## config.mk

```make
export PLATFORM = sky130hd
export DESIGN_NAME = selective_repeat_send_window
export DESIGN_NICKNAME = d
export VERILOG_FILES = /design/src/rtl/srsw_pkg.sv /design/src/rtl/srsw_mod.sv /design/src/rtl/srsw_ctrl.sv /design/src/rtl/srsw_dp.sv /design/src/rtl/selective_repeat_send_window.sv
export SDC_FILE = /design/constraint.sdc
export NUM_CORES = 2
export LEC_CHECK = 0
export BUFFER_PORTS_ARGS = -buffer_cell sky130_fd_sc_hd__buf_2
export CELL_PAD_IN_SITES_DETAIL_PLACEMENT = 2
export CELL_PAD_IN_SITES_GLOBAL_PLACEMENT = 2
export CORE_MARGIN = 3
export CORE_UTILIZATION = 49
export CTS_CLUSTER_SIZE = 10
export DETAILED_ROUTE_END_ITERATION = 8
export GPL_TIMING_DRIVEN = 0
export PLACE_DENSITY_LB_ADDON = 0.1
export SLEW_MARGIN = 20
export SYNTH_ARGS = -nofsm -noshare
export SYNTH_HDL_FRONTEND = slang
export SYNTH_HIERARCHICAL = 1
export SYNTH_SLANG_ARGS = --single-unit
export TNS_END_PERCENT = 5
```

## constraint.sdc

```tcl
create_clock -name clk -period 12.6 [get_ports clk]
set_clock_uncertainty 0.15 [all_clocks]
set_input_delay 1.26 -clock clk [delete_from_list [all_inputs] [get_ports clk]]
set_output_delay 1.26 -clock clk [all_outputs]
set_load 0.1 [all_outputs]
```

## src/rtl/srsw_pkg.sv

```systemverilog
package srsw_pkg;

	localparam int MAX_WINDOW_DEF = 64;
	localparam int SEQ_W = 32;
	localparam int LEN_W = 11;
	localparam int WS_W = 7;
	localparam int SLOT_OUT_W = 6;
	localparam int CFG_IDX_W = 1;
	localparam logic [WS_W-1:0] WS_RESET = 7'd64;

	// register indexes on the configuration port
	localparam logic [CFG_IDX_W-1:0] REG_WINDOW_SIZE = 1'b0;
	localparam logic [CFG_IDX_W-1:0] REG_START_SEQUENCE = 1'b1;

	typedef enum logic [1:0] {
		FUNC_ADD = 2'd0,
		FUNC_ACK = 2'd1,
		FUNC_FIND = 2'd2,
		FUNC_RESTART = 2'd3
	} func_t;

	typedef struct packed {
		func_t func;
		logic [SEQ_W-1:0] sequence_req;
		logic [LEN_W-1:0] packet_length;
	} in_t;

	typedef struct packed {
		logic found;
		logic [LEN_W-1:0] found_length;
		logic [SLOT_OUT_W-1:0] slot_index;
		logic window_open;
		logic window_empty;
		logic lowest_valid;
		logic [SEQ_W-1:0] lowest_sequence;
		logic [SEQ_W-1:0] bottom_sequence;
		logic [SEQ_W-1:0] next_sequence;
	} out_t;

	typedef struct packed {
		logic cap;
		logic mod_req;
		logic mod_scan;
		logic slot_ld;
		logic apply;
		logic find_chk;
		logic scan_rd;
		logic scan_eval;
		logic finish;
	} cmd_t;

	typedef struct packed {
		logic mod_done;
		logic last_slot;
		logic out_free;
	} stat_t;

endpackage

```

## src/rtl/srsw_mod.sv

```systemverilog
// sequence mod window size, four quotient bits per cycle
module srsw_mod (
	input  logic                          clk,
	input  logic                          arst_n,
	input  logic                          start,
	input  logic [srsw_pkg::SEQ_W-1:0]    dividend,
	input  logic [srsw_pkg::WS_W-1:0]     divisor,
	output logic                          done,
	output logic [srsw_pkg::WS_W-1:0]     rem
);

	logic [srsw_pkg::SEQ_W-1:0] num_q;
	logic [srsw_pkg::WS_W-1:0] rem_q;
	logic [2:0] cnt_q;
	logic busy_q;
	logic done_q;
	logic [srsw_pkg::WS_W-1:0] rem_nx;

	always_comb begin
		logic [srsw_pkg::WS_W:0] t;
		logic [srsw_pkg::WS_W-1:0] r;
		r = rem_q;
		for (int k = 0; k < 4; k++) begin
			t = {r, num_q[srsw_pkg::SEQ_W-1-k]};
			if (t >= {1'b0, divisor}) begin
				t = t - {1'b0, divisor};
			end
			r = t[srsw_pkg::WS_W-1:0];
		end
		rem_nx = r;
	end

	always_ff @(posedge clk or negedge arst_n) begin
		if (!arst_n) begin
			busy_q <= 1'b0;
			done_q <= 1'b0;
			cnt_q <= '0;
		end else if (start) begin
			busy_q <= 1'b1;
			done_q <= 1'b0;
			cnt_q <= '0;
		end else if (busy_q) begin
			cnt_q <= cnt_q + 3'd1;
			if (cnt_q == 3'd7) begin
				busy_q <= 1'b0;
				done_q <= 1'b1;
			end
		end
	end

	always_ff @(posedge clk) begin
		if (start) begin
			num_q <= dividend;
			rem_q <= '0;
		end else if (busy_q) begin
			num_q <= num_q << 4;
			rem_q <= rem_nx;
		end
	end

	assign done = done_q;
	assign rem = rem_q;

endmodule

```

## src/rtl/srsw_ctrl.sv

```systemverilog
module srsw_ctrl (
	input  logic               clk,
	input  logic               arst_n,
	input  logic               in_valid,
	output logic               in_ready,
	input  srsw_pkg::stat_t    stat,
	output srsw_pkg::cmd_t     cmd
);

	typedef enum logic [9:0] {
		ST_IDLE   = 10'b0000000001,
		ST_RSTART = 10'b0000000010,
		ST_RWAIT  = 10'b0000000100,
		ST_APPLY  = 10'b0000001000,
		ST_CHECK  = 10'b0000010000,
		ST_RD     = 10'b0000100000,
		ST_MSTART = 10'b0001000000,
		ST_MWAIT  = 10'b0010000000,
		ST_EVAL   = 10'b0100000000,
		ST_FIN    = 10'b1000000000
	} state_t;

	state_t state_q, state_nx;

	always_comb begin
		state_nx = state_q;
		cmd = '0;
		in_ready = 1'b0;
		case (state_q)
			ST_IDLE: begin
				in_ready = 1'b1;
				if (in_valid) begin
					cmd.cap = 1'b1;
					state_nx = ST_RSTART;
				end
			end
			ST_RSTART: begin
				cmd.mod_req = 1'b1;
				state_nx = ST_RWAIT;
			end
			ST_RWAIT: begin
				if (stat.mod_done) begin
					cmd.slot_ld = 1'b1;
					state_nx = ST_APPLY;
				end
			end
			ST_APPLY: begin
				cmd.apply = 1'b1;
				state_nx = ST_CHECK;
			end
			ST_CHECK: begin
				cmd.find_chk = 1'b1;
				state_nx = ST_RD;
			end
			ST_RD: begin
				cmd.scan_rd = 1'b1;
				state_nx = ST_MSTART;
			end
			ST_MSTART: begin
				cmd.mod_scan = 1'b1;
				state_nx = ST_MWAIT;
			end
			ST_MWAIT: begin
				if (stat.mod_done) state_nx = ST_EVAL;
			end
			ST_EVAL: begin
				cmd.scan_eval = 1'b1;
				state_nx = stat.last_slot ? ST_FIN : ST_RD;
			end
			ST_FIN: begin
				if (stat.out_free) begin
					cmd.finish = 1'b1;
					state_nx = ST_IDLE;
				end
			end
			default: state_nx = ST_IDLE;
		endcase
	end

	always_ff @(posedge clk or negedge arst_n) begin
		if (!arst_n) state_q <= ST_IDLE;
		else state_q <= state_nx;
	end

endmodule

```

## src/rtl/srsw_dp.sv

```systemverilog
module srsw_dp #(
	parameter int MAX_WINDOW = srsw_pkg::MAX_WINDOW_DEF
) (
	input  logic                              clk,
	input  logic                              arst_n,
	input  srsw_pkg::cmd_t                    cmd,
	output srsw_pkg::stat_t                   stat,
	input  srsw_pkg::in_t                     in_data,
	output logic                              out_valid,
	input  logic                              out_ready,
	output srsw_pkg::out_t                    out_data,
	input  logic                              cfg_valid,
	input  logic [srsw_pkg::CFG_IDX_W-1:0]    cfg_index,
	input  logic [srsw_pkg::SEQ_W-1:0]        cfg_data
);

	localparam int IDX_W = (MAX_WINDOW > 1) ? $clog2(MAX_WINDOW) : 1;

	logic [srsw_pkg::SEQ_W-1:0] seq_mem [MAX_WINDOW];
	logic [srsw_pkg::LEN_W-1:0] len_mem [MAX_WINDOW];
	logic [srsw_pkg::SEQ_W-1:0] rd_seq_q;
	logic [srsw_pkg::LEN_W-1:0] rd_len_q;
	logic [MAX_WINDOW-1:0] used_q;

	srsw_pkg::func_t func_q;
	logic [srsw_pkg::SEQ_W-1:0] seq_q;
	logic [srsw_pkg::LEN_W-1:0] len_q;
	logic [IDX_W-1:0] slot_q;
	logic [IDX_W-1:0] idx_q;
	logic [srsw_pkg::SEQ_W-1:0] bottom_q, next_q, limit_q, start_q, low_q;
	logic low_hit_q;
	logic found_q;
	logic [srsw_pkg::LEN_W-1:0] flen_q;
	logic [srsw_pkg::WS_W-1:0] ws_q;
	logic out_valid_q;
	srsw_pkg::out_t out_q;

	logic [srsw_pkg::WS_W-1:0] n_eff;
	logic mod_start, mod_done;
	logic [srsw_pkg::SEQ_W-1:0] mod_arg;
	logic [srsw_pkg::WS_W-1:0] mod_rem;
	logic [IDX_W-1:0] rd_addr;
	logic placed, in_lo, clr, cand;
	logic [srsw_pkg::SEQ_W-1:0] bot_new;
	logic win_open;

	// out-of-range sizes clamp to 1..MAX_WINDOW
	always_comb begin
		if (ws_q == '0) n_eff = srsw_pkg::WS_W'(1);
		else if (32'(ws_q) > MAX_WINDOW) n_eff = srsw_pkg::WS_W'(MAX_WINDOW);
		else n_eff = ws_q;
	end

	assign mod_start = cmd.mod_req | cmd.mod_scan;
	assign mod_arg = cmd.mod_scan ? rd_seq_q : seq_q;

	srsw_mod u_mod (
		.clk      (clk),
		.arst_n   (arst_n),
		.start    (mod_start),
		.dividend (mod_arg),
		.divisor  (n_eff),
		.done     (mod_done),
		.rem      (mod_rem)
	);

	assign rd_addr = cmd.scan_rd ? idx_q : slot_q;

	always_ff @(posedge clk) begin
		if (cmd.apply && func_q == srsw_pkg::FUNC_ADD) begin
			seq_mem[slot_q] <= seq_q;
			len_mem[slot_q] <= len_q;
		end
		if (cmd.scan_rd || cmd.apply) begin
			rd_seq_q <= seq_mem[rd_addr];
			rd_len_q <= len_mem[rd_addr];
		end
	end

	// slot check on the word just read
	assign placed = (32'(mod_rem) == 32'(idx_q));
	assign in_lo = (rd_seq_q >= bottom_q);
	assign clr = (func_q == srsw_pkg::FUNC_ACK) && placed && in_lo && (rd_seq_q < limit_q);
	assign cand = used_q[idx_q] && !clr && placed && in_lo && (rd_seq_q < next_q);

	always_comb begin
		bot_new = bottom_q;
		if (func_q == srsw_pkg::FUNC_ACK) begin
			if (low_hit_q) bot_new = low_q;
			else if (bottom_q < next_q) bot_new = next_q;
		end
	end

	assign win_open = ({1'b0, next_q} < ({1'b0, bot_new} + 33'(n_eff)));

	always_ff @(posedge clk or negedge arst_n) begin
		if (!arst_n) begin
			ws_q <= srsw_pkg::WS_RESET;
			start_q <= '0;
			bottom_q <= '0;
			next_q <= '0;
			used_q <= '0;
			out_valid_q <= 1'b0;
		end else begin
			if (cfg_valid) begin
				case (cfg_index)
					srsw_pkg::REG_WINDOW_SIZE: ws_q <= cfg_data[srsw_pkg::WS_W-1:0];
					srsw_pkg::REG_START_SEQUENCE: start_q <= cfg_data;
					default: ;
				endcase
			end
			if (cmd.apply) begin
				case (func_q)
					srsw_pkg::FUNC_ADD: begin
						used_q[slot_q] <= 1'b1;
						if (seq_q == next_q) next_q <= next_q + 32'd1;
					end
					srsw_pkg::FUNC_RESTART: begin
						used_q <= '0;
						bottom_q <= start_q;
						next_q <= start_q;
					end
					default: ;
				endcase
			end
			if (cmd.scan_eval && clr) used_q[idx_q] <= 1'b0;
			if (cmd.finish) begin
				bottom_q <= bot_new;
				out_valid_q <= 1'b1;
			end else if (out_ready) begin
				out_valid_q <= 1'b0;
			end
		end
	end

	always_ff @(posedge clk) begin
		if (cmd.cap) begin
			func_q <= in_data.func;
			seq_q <= in_data.sequence_req;
			len_q <= in_data.packet_length;
		end
		if (cmd.slot_ld) slot_q <= IDX_W'(mod_rem);
		if (cmd.apply) limit_q <= (seq_q < next_q) ? seq_q : next_q;
		if (cmd.find_chk) begin
			idx_q <= '0;
			low_hit_q <= 1'b0;
			low_q <= '0;
			found_q <= (func_q == srsw_pkg::FUNC_FIND) && used_q[slot_q] && (rd_seq_q == seq_q);
			flen_q <= rd_len_q;
		end
		if (cmd.scan_eval) begin
			idx_q <= idx_q + IDX_W'(1);
			if (cand && (!low_hit_q || rd_seq_q < low_q)) begin
				low_q <= rd_seq_q;
				low_hit_q <= 1'b1;
			end
		end
		if (cmd.finish) begin
			out_q.found <= found_q;
			out_q.found_length <= found_q ? flen_q : '0;
			out_q.slot_index <= srsw_pkg::SLOT_OUT_W'(slot_q);
			out_q.window_open <= win_open;
			out_q.window_empty <= (bot_new == next_q);
			out_q.lowest_valid <= low_hit_q;
			out_q.lowest_sequence <= low_hit_q ? low_q : '0;
			out_q.bottom_sequence <= bot_new;
			out_q.next_sequence <= next_q;
		end
	end

	assign stat.mod_done = mod_done;
	assign stat.last_slot = (32'(idx_q) == 32'(n_eff) - 32'd1);
	assign stat.out_free = !out_valid_q || out_ready;
	assign out_valid = out_valid_q;
	assign out_data = out_q;

endmodule

```

## src/rtl/selective_repeat_send_window.sv

```systemverilog
// Selective-repeat sender window: sequence bookkeeping for an ARQ sender.
// Input channel (in_valid/in_ready/in_data) takes one word per operation:
// add a sent packet, receive-ready ack, find, or restart. Each operation
// returns exactly one result word on out_valid/out_ready/out_data with the
// find result, the slot (sequence mod window size) and the window status.
// Config port (cfg_valid/cfg_ready/cfg_index/cfg_data) is always ready;
// index 0 is window size, index 1 is the restart sequence. Write it idle.
// For window size N (clamped 1..MAX_WINDOW), the slot of the request is
// first found by a modulo of its sequence, then every operation walks all
// N slots once, each by table read, modulo start, 4-bit-per-cycle modulo
// by N and evaluate. A new word is taken only once the previous operation
// has loaded its result into the output register.
// The result sits in an output register: while the receiver stalls the
// block takes and works the next word, then holds in its final cycle.
// Reset: window empty at sequence 0, all slots unused, window size 64.
// Slot contents are stored in on-chip tables; payload bytes live outside,
// addressed by slot_index.
module selective_repeat_send_window #(
	parameter int MAX_WINDOW = srsw_pkg::MAX_WINDOW_DEF
) (
	input  logic                              clk,
	input  logic                              arst_n,
	input  logic                              in_valid,
	output logic                              in_ready,
	input  srsw_pkg::in_t                     in_data,
	output logic                              out_valid,
	input  logic                              out_ready,
	output srsw_pkg::out_t                    out_data,
	input  logic                              cfg_valid,
	output logic                              cfg_ready,
	input  logic [srsw_pkg::CFG_IDX_W-1:0]    cfg_index,
	input  logic [srsw_pkg::SEQ_W-1:0]        cfg_data
);

	srsw_pkg::cmd_t cmd;
	srsw_pkg::stat_t stat;

	// registers take a write in any cycle
	assign cfg_ready = 1'b1;

	srsw_ctrl u_ctrl (
		.clk      (clk),
		.arst_n   (arst_n),
		.in_valid (in_valid),
		.in_ready (in_ready),
		.stat     (stat),
		.cmd      (cmd)
	);

	srsw_dp #(
		.MAX_WINDOW (MAX_WINDOW)
	) u_dp (
		.clk       (clk),
		.arst_n    (arst_n),
		.cmd       (cmd),
		.stat      (stat),
		.in_data   (in_data),
		.out_valid (out_valid),
		.out_ready (out_ready),
		.out_data  (out_data),
		.cfg_valid (cfg_valid),
		.cfg_index (cfg_index),
		.cfg_data  (cfg_data)
	);

endmodule

```

==> flow_summary.html <==
<table>
<tr><th>Metric</th><th>Value</th></tr>
<tr><th colspan="2">Run status</th></tr>
<tr><td>Status</td><td>complete, no violations</td></tr>
<tr><th colspan="2">Clocking</th></tr>
<tr><td>Count of buffers added by post-CTS timing repair for setup</td><td>0</td></tr>
<tr><td>Max H-tree Level</td><td>5</td></tr>
<tr><td>TritonCTS clock tree</td><td>built</td></tr>
<tr><td>Sinks on Clock Net</td><td>3268</td></tr>
<tr><td>Quantity of gates resized following cts</td><td>0</td></tr>
<tr><td>Max Buffers Root-to-Sink</td><td>4</td></tr>
<tr><td>Number of clock buffers inserted by TritonCTS</td><td>374</td></tr>
<tr><td>Clock transition at the registers of the reported paths</td><td>0.06 ns</td></tr>
<tr><td>Cts hold-fix bufs</td><td>1</td></tr>
<tr><td>Clock network latency to the later pin of the worst-skew pair</td><td>1.01 ns</td></tr>
<tr><td>Root buffer selected by CTS</td><td>clkbuf_16</td></tr>
<tr><th colspan="2">Timing</th></tr>
<tr><td>Share of the clock period used by the worst path</td><td>89.5%</td></tr>
<tr><td>Setup TNS after final layout</td><td>0 ns</td></tr>
<tr><td>Transition time of the tightest slew-check pin</td><td>1.34 ns</td></tr>
<tr><td>Max_slew headroom</td><td>10.0%</td></tr>
<tr><td>Min cycle time layout</td><td>11.28 ns</td></tr>
<tr><td>Unrepaired setup endpoints after global routing</td><td>no</td></tr>
<tr><td>Final worst-path setup slack</td><td>1.32 ns</td></tr>
<tr><td>Final slew viol count</td><td>0</td></tr>
<tr><td>Maximum achievable frequency</td><td>0.0887 GHz</td></tr>
<tr><td>Final count of hold timing violations</td><td>0</td></tr>
<tr><td>Total setup violations reported at the end of the flow</td><td>0</td></tr>
<tr><th colspan="2">Setup path</th></tr>
<tr><td>Classification of the worst setup path</td><td>register to register</td></tr>
<tr><td>Critical path startpoint category</td><td>register</td></tr>
<tr><td>Endpoint required time on the critical path</td><td>13.29 ns</td></tr>
<tr><td>CP arrival</td><td>11.97 ns</td></tr>
<tr><td>Depth of the worst register-to-register path</td><td>35</td></tr>
<tr><td>Worst R2R Start</td><td>u_dp/ws_q[4]$_DFFE_PN0P_</td></tr>
<tr><td>Critical Path Slowest Stage Cell</td><td>nor2_1</td></tr>
<tr><td>Register-to-register path setup slack</td><td>1.32 ns</td></tr>
<tr><td>RR Endpoint</td><td>u_dp/u_mod/rem[0]$_SDFFE_PP0P_</td></tr>
<tr><td>Critical path fanouts, max</td><td>10</td></tr>
<tr><td>Cell seen most often among critical-path stages</td><td>a21oi_1</td></tr>
<tr><td>Maximum cell stage delay along the critical path</td><td>0.71 ns</td></tr>
<tr><td>Sort of element at the end of the critical path</td><td>register</td></tr>
<tr><th colspan="2">Global routing</th></tr>
<tr><td>Global-route wire length before repair</td><td>846 mm</td></tr>
<tr><td>Largest net degree at the start of global routing</td><td>85</td></tr>
<tr><td>Number of antenna violations at the first check in global routing</td><td>78</td></tr>
<tr><td>Overall fraction of global-route tracks in use</td><td>43.3%</td></tr>
<tr><td>Aggregate global routing overflow</td><td>0</td></tr>
<tr><td>Vias in the first global route</td><td>94900</td></tr>
<tr><th colspan="2">Detailed routing</th></tr>
<tr><td>Count of routing violations after the opening detailed-route iteration</td><td>14300</td></tr>
<tr><td>Antenna Violating Nets Remaining</td><td>0</td></tr>
<tr><td>Number of detailed-route iterations in the first pass</td><td>8</td></tr>
<tr><td>Final Routed Wirelength</td><td>621 mm</td></tr>
<tr><td>Average wire per cell in the routed design</td><td>49.6 um</td></tr>
<tr><td>Total number of vias</td><td>91600</td></tr>
<tr><td>Number of design rule violations left after detail routing</td><td>0</td></tr>
<tr><td>Detail-routed via count per cell</td><td>7.31</td></tr>
<tr><th colspan="2">Power</th></tr>
<tr><td>Overall Power</td><td>30.2 mW</td></tr>
<tr><td>Leakage</td><td>53.1 nW</td></tr>
<tr><td>Relative contribution of combinational cells to total power</td><td>22.9%</td></tr>
<tr><td>Cell-internal power</td><td>20.5 mW</td></tr>
<tr><td>Maximum VDD drop</td><td>422 uV</td></tr>
<tr><td>Cell area power density</td><td>189 nW/um^2</td></tr>
<tr><td>Switch share</td><td>32.2%</td></tr>
<tr><td>Net switching power</td><td>9.72 mW</td></tr>
<tr><td>Share of total power in sequential cells</td><td>43.2%</td></tr>
<tr><td>Clock group share of total power</td><td>33.9%</td></tr>
<tr><th colspan="2">Synth</th></tr>
<tr><td>Number of register bits inferred by synthesis</td><td>3268</td></tr>
<tr><td>Cells taking the most area after synthesis</td><td>edfxtp_1 67%, mux4_2 12%, dfrtp_1 3.3%</td></tr>
<tr><td>Synthesized area per cell</td><td>17.6 sq um</td></tr>
<tr><td>Netlist area before placement</td><td>137000 sq um</td></tr>
<tr><td>Number of flops mapped to enable cells by yosys</td><td>3045</td></tr>
<tr><td>Commonest register cell after synthesis</td><td>edfxtp_1</td></tr>
<tr><td>Gate count of the mapped netlist</td><td>7757</td></tr>
<tr><td>Area leader, netlist</td><td>edfxtp_1</td></tr>
<tr><td>Share of the synthesized area in the top cell type</td><td>66.9%</td></tr>
<tr><td>Syn Nets</td><td>8108</td></tr>
<tr><td>Count of cell types in the netlist</td><td>107</td></tr>
<tr><td>Yosys warns</td><td>6</td></tr>
<tr><td>Register area share after synthesis</td><td>70.8%</td></tr>
<tr><td>Async set-reset flop share out of synthesis</td><td>5.60%</td></tr>
<tr><th colspan="2">Worst hold path</th></tr>
<tr><td>Hold Startpoint</td><td>u_dp/rd_len_q[1]$_DFFE_PP_</td></tr>
<tr><td>WHS Path Cells</td><td>0</td></tr>
<tr><td>Endpoint, Worst Hold</td><td>u_dp/flen_q[1]$_DFFE_PP_</td></tr>
<tr><td>Path class of the lowest-slack min-delay path</td><td>register to register</td></tr>
<tr><th colspan="2">Layout</th></tr>
<tr><td>Final standard cell area without fillers</td><td>160000 sq um</td></tr>
<tr><td>Share of layout cells above drive strength 1</td><td>23.6%</td></tr>
<tr><td>Final #Nets</td><td>8996</td></tr>
<tr><td>Post-route insts no fill</td><td>12500</td></tr>
<tr><td># fillers</td><td>23100</td></tr>
<tr><td>Area delta synth-&gt;final</td><td>16.9%</td></tr>
<tr><th colspan="2">Place</th></tr>
<tr><td># placed instances</td><td>12000</td></tr>
<tr><td>HPWL after detailed placement</td><td>407 mm</td></tr>
<tr><td>Global placer's final weighted congestion</td><td>0.966</td></tr>
<tr><td>Minimum setup slack after placement</td><td>1.69 ns</td></tr>
<tr><td>Area after detailed placement</td><td>149000 sq um</td></tr>
<tr><td># port buffers</td><td>201</td></tr>
<tr><th colspan="2">Floorplanning</th></tr>
<tr><td>Full die area</td><td>285000 sq um</td></tr>
<tr><td>Die boundary width</td><td>534 um</td></tr>
<tr><td>Top-level port count</td><td>203</td></tr>
<tr><td>Standard cell core area</td><td>277000 sq um</td></tr>
<tr><td>Vertical die dimension</td><td>534 um</td></tr>
<tr><td>Initial standard-cell utilization of the core</td><td>49.4%</td></tr>
<tr><td>Core Rows</td><td>193</td></tr>
<tr><th colspan="2">Job</th></tr>
<tr><td>Max cap viols</td><td>0</td></tr>
</table>
==> state kept, by name, summed over array words and instances, names as in the netlist, 10 cells and up <==
name	cells
u_ctrl/state_q	10
u_dp/bottom_q	32
u_dp/flen_q	11
u_dp/len_mem	704
u_dp/len_q	11
u_dp/limit_q	32
u_dp/low_q	32
u_dp/next_q	32
u_dp/out_data	117
u_dp/rd_len_q	11
u_dp/rd_seq_q	32
u_dp/seq_mem	2048
u_dp/seq_q	32
u_dp/start_q	32
u_dp/u_mod/num_q	32
u_dp/used_q	64
==> through the flow <==
step	hold slack (ns)	utilization, %
2_1_floorplan	0.250	-
6_report	0.285	57.7
3_5_place_dp	0.256	53.9
3_3_place_gp	0.253	51.4
4_1_cts	0.274	57.6
5_1_grt	0.288	57.7
==> final cells by class <==
class | count | area, sq um | area share, %
Tap cell | 3705 | 4640 | 2.90
Multi-Input combinational cell | 3858 | 38200 | 23.9
Sequential cell | 3268 | 96800 | 60.6
Clock inverter | 30 | 385 | 0.241
Timing Repair Buffer | 512 | 7150 | 4.47
Buffer | 440 | 1820 | 1.14
Antenna cell | 34 | 85.1 | 0.0532
Inverter | 191 | 717 | 0.449
Clock buffer | 493 | 10000 | 6.28
==> routing by layer <==
layer | routed length [um] | global-route usage [%] | up-vias
li1 | - | - | 33000
met5 | 488 | 0.383 | -
met3 | 66100 | 12.2 | 2472
met1 | 209000 | 51.5 | 48400
met2 | 289000 | 67.6 | 7674
met4 | 57200 | 31.8 | 44
==> power by group through the flow <==
| stage | Sequential, mW | Clock, mW | Combinational, mW |
|---|---|---|---|
| 2_1_floorplan | 13.3 | 0 | 3.61 |
| 3_3_place_gp | 13.9 | 0 | 4.89 |
| 3_5_place_dp | 13.2 | 0 | 6.42 |
| 4_1_cts | 13.0 | 10.3 | 6.65 |
| 5_1_grt | 13.0 | 10.7 | 7.19 |
| 6_report | 13.0 | 10.3 | 6.91 |
==> synth_stat cells, types with 12 or more instances <==
master     count
clkbuf_1     291
dfrtp_1      181
and2_1       191
xnor2_1       80
xor2_1        44
a2111oi_0     17
dfxtp_1       40
ha_1         263
a211oi_1     238
a31oi_1      103
nand4_1       52
nand2_1      479
nand3_1       55
edfxtp_1    3045
o21a_1        14
buf_2         18
mux2_2       176
a21o_1        78
inv_1        191
and3_1        13
mux4_2       705
nor4_1        14
o21ai_0      197
a311oi_1     103
nor3_1        50
a21oi_1      302
o22ai_1       31
buf_1        119
o31ai_1       12
a22oi_1       14
nor2_1       304
nor2b_1       31
nand2b_1      23
nor3b_1       16
mux2i_1       59
==> layout by cell type (no fill, tap or decap), types with 52 or more instances in the layout <==
master,n
buf_2,223
a31oi_1,103
mux2i_1,56
xnor2_1,80
nor2_4,65
and2_1,190
a311oi_1,90
mux4_2,705
dfrtp_1,181
nand2_1,474
clkbuf_2,55
inv_1,191
buf_1,94
nand3_1,53
mux2_2,176
nand4_1,52
edfxtp_1,3045
ha_1,263
o21ai_0,197
buf_8,126
buf_12,81
buf_16,91
clkbuf_16,382
a21o_1,78
a21oi_1,302
nor2_1,236
clkbuf_1,361
a211oi_1,218
==> how the worst max path moves through the flow <==
stage	from	to	slack, ns	cells past startpoint
final	u_dp/ws_q[4]$_DFFE_PN0P_	u_dp/u_mod/rem[0]$_SDFFE_PP0P_	1.32	35
after global routing	u_dp/ws_q[4]$_DFFE_PN0P_	u_dp/u_mod/rem[3]$_SDFFE_PP0P_	0.66	35
after CTS	u_dp/ws_q[4]$_DFFE_PN0P_	u_dp/u_mod/rem[3]$_SDFFE_PP0P_	1.48	35
after detailed placement	u_dp/ws_q[4]$_DFFE_PN0P_	u_dp/u_mod/rem[3]$_SDFFE_PP0P_	1.69	35
after global placement	u_ctrl/state_q[1]$_DFFE_PN0P_	u_dp/seq_mem[35][12]$_DFFE_PP_	-0.34	8
after floorplan	u_dp/ws_q[2]$_DFFE_PN0P_	u_dp/u_mod/rem[5]$_SDFFE_PP0P_	3.72	35
==> kinds of logic after synthesis <==
logic type / Yosys count / share of synthesized area (%)
compound gates: 1223 / 6.00
xor+xnor: 124 / 0.794
fa+ha+maj: 268 / 2.48
buf+inv: 631 / 1.80
flops: 3268 / 70.8
mux: 940 / 13.5
other cells: 1 / 0.00274
simple gates: 1302 / 4.61
==> worst max-delay path: cells and delay by family, from the launching register on <==
family                   cells  cell delay (ns)
AO/OA/AOI/OAI               16             4.31
buffers and inverters        2             0.46
AND/OR/NAND/NOR             10             3.05
adder cells (fa/ha/maj)      5             1.85
flip-flops                   1             0.45
multiplexers                 2             0.88
Note: power is estimated with default switching activity, not from simulation.
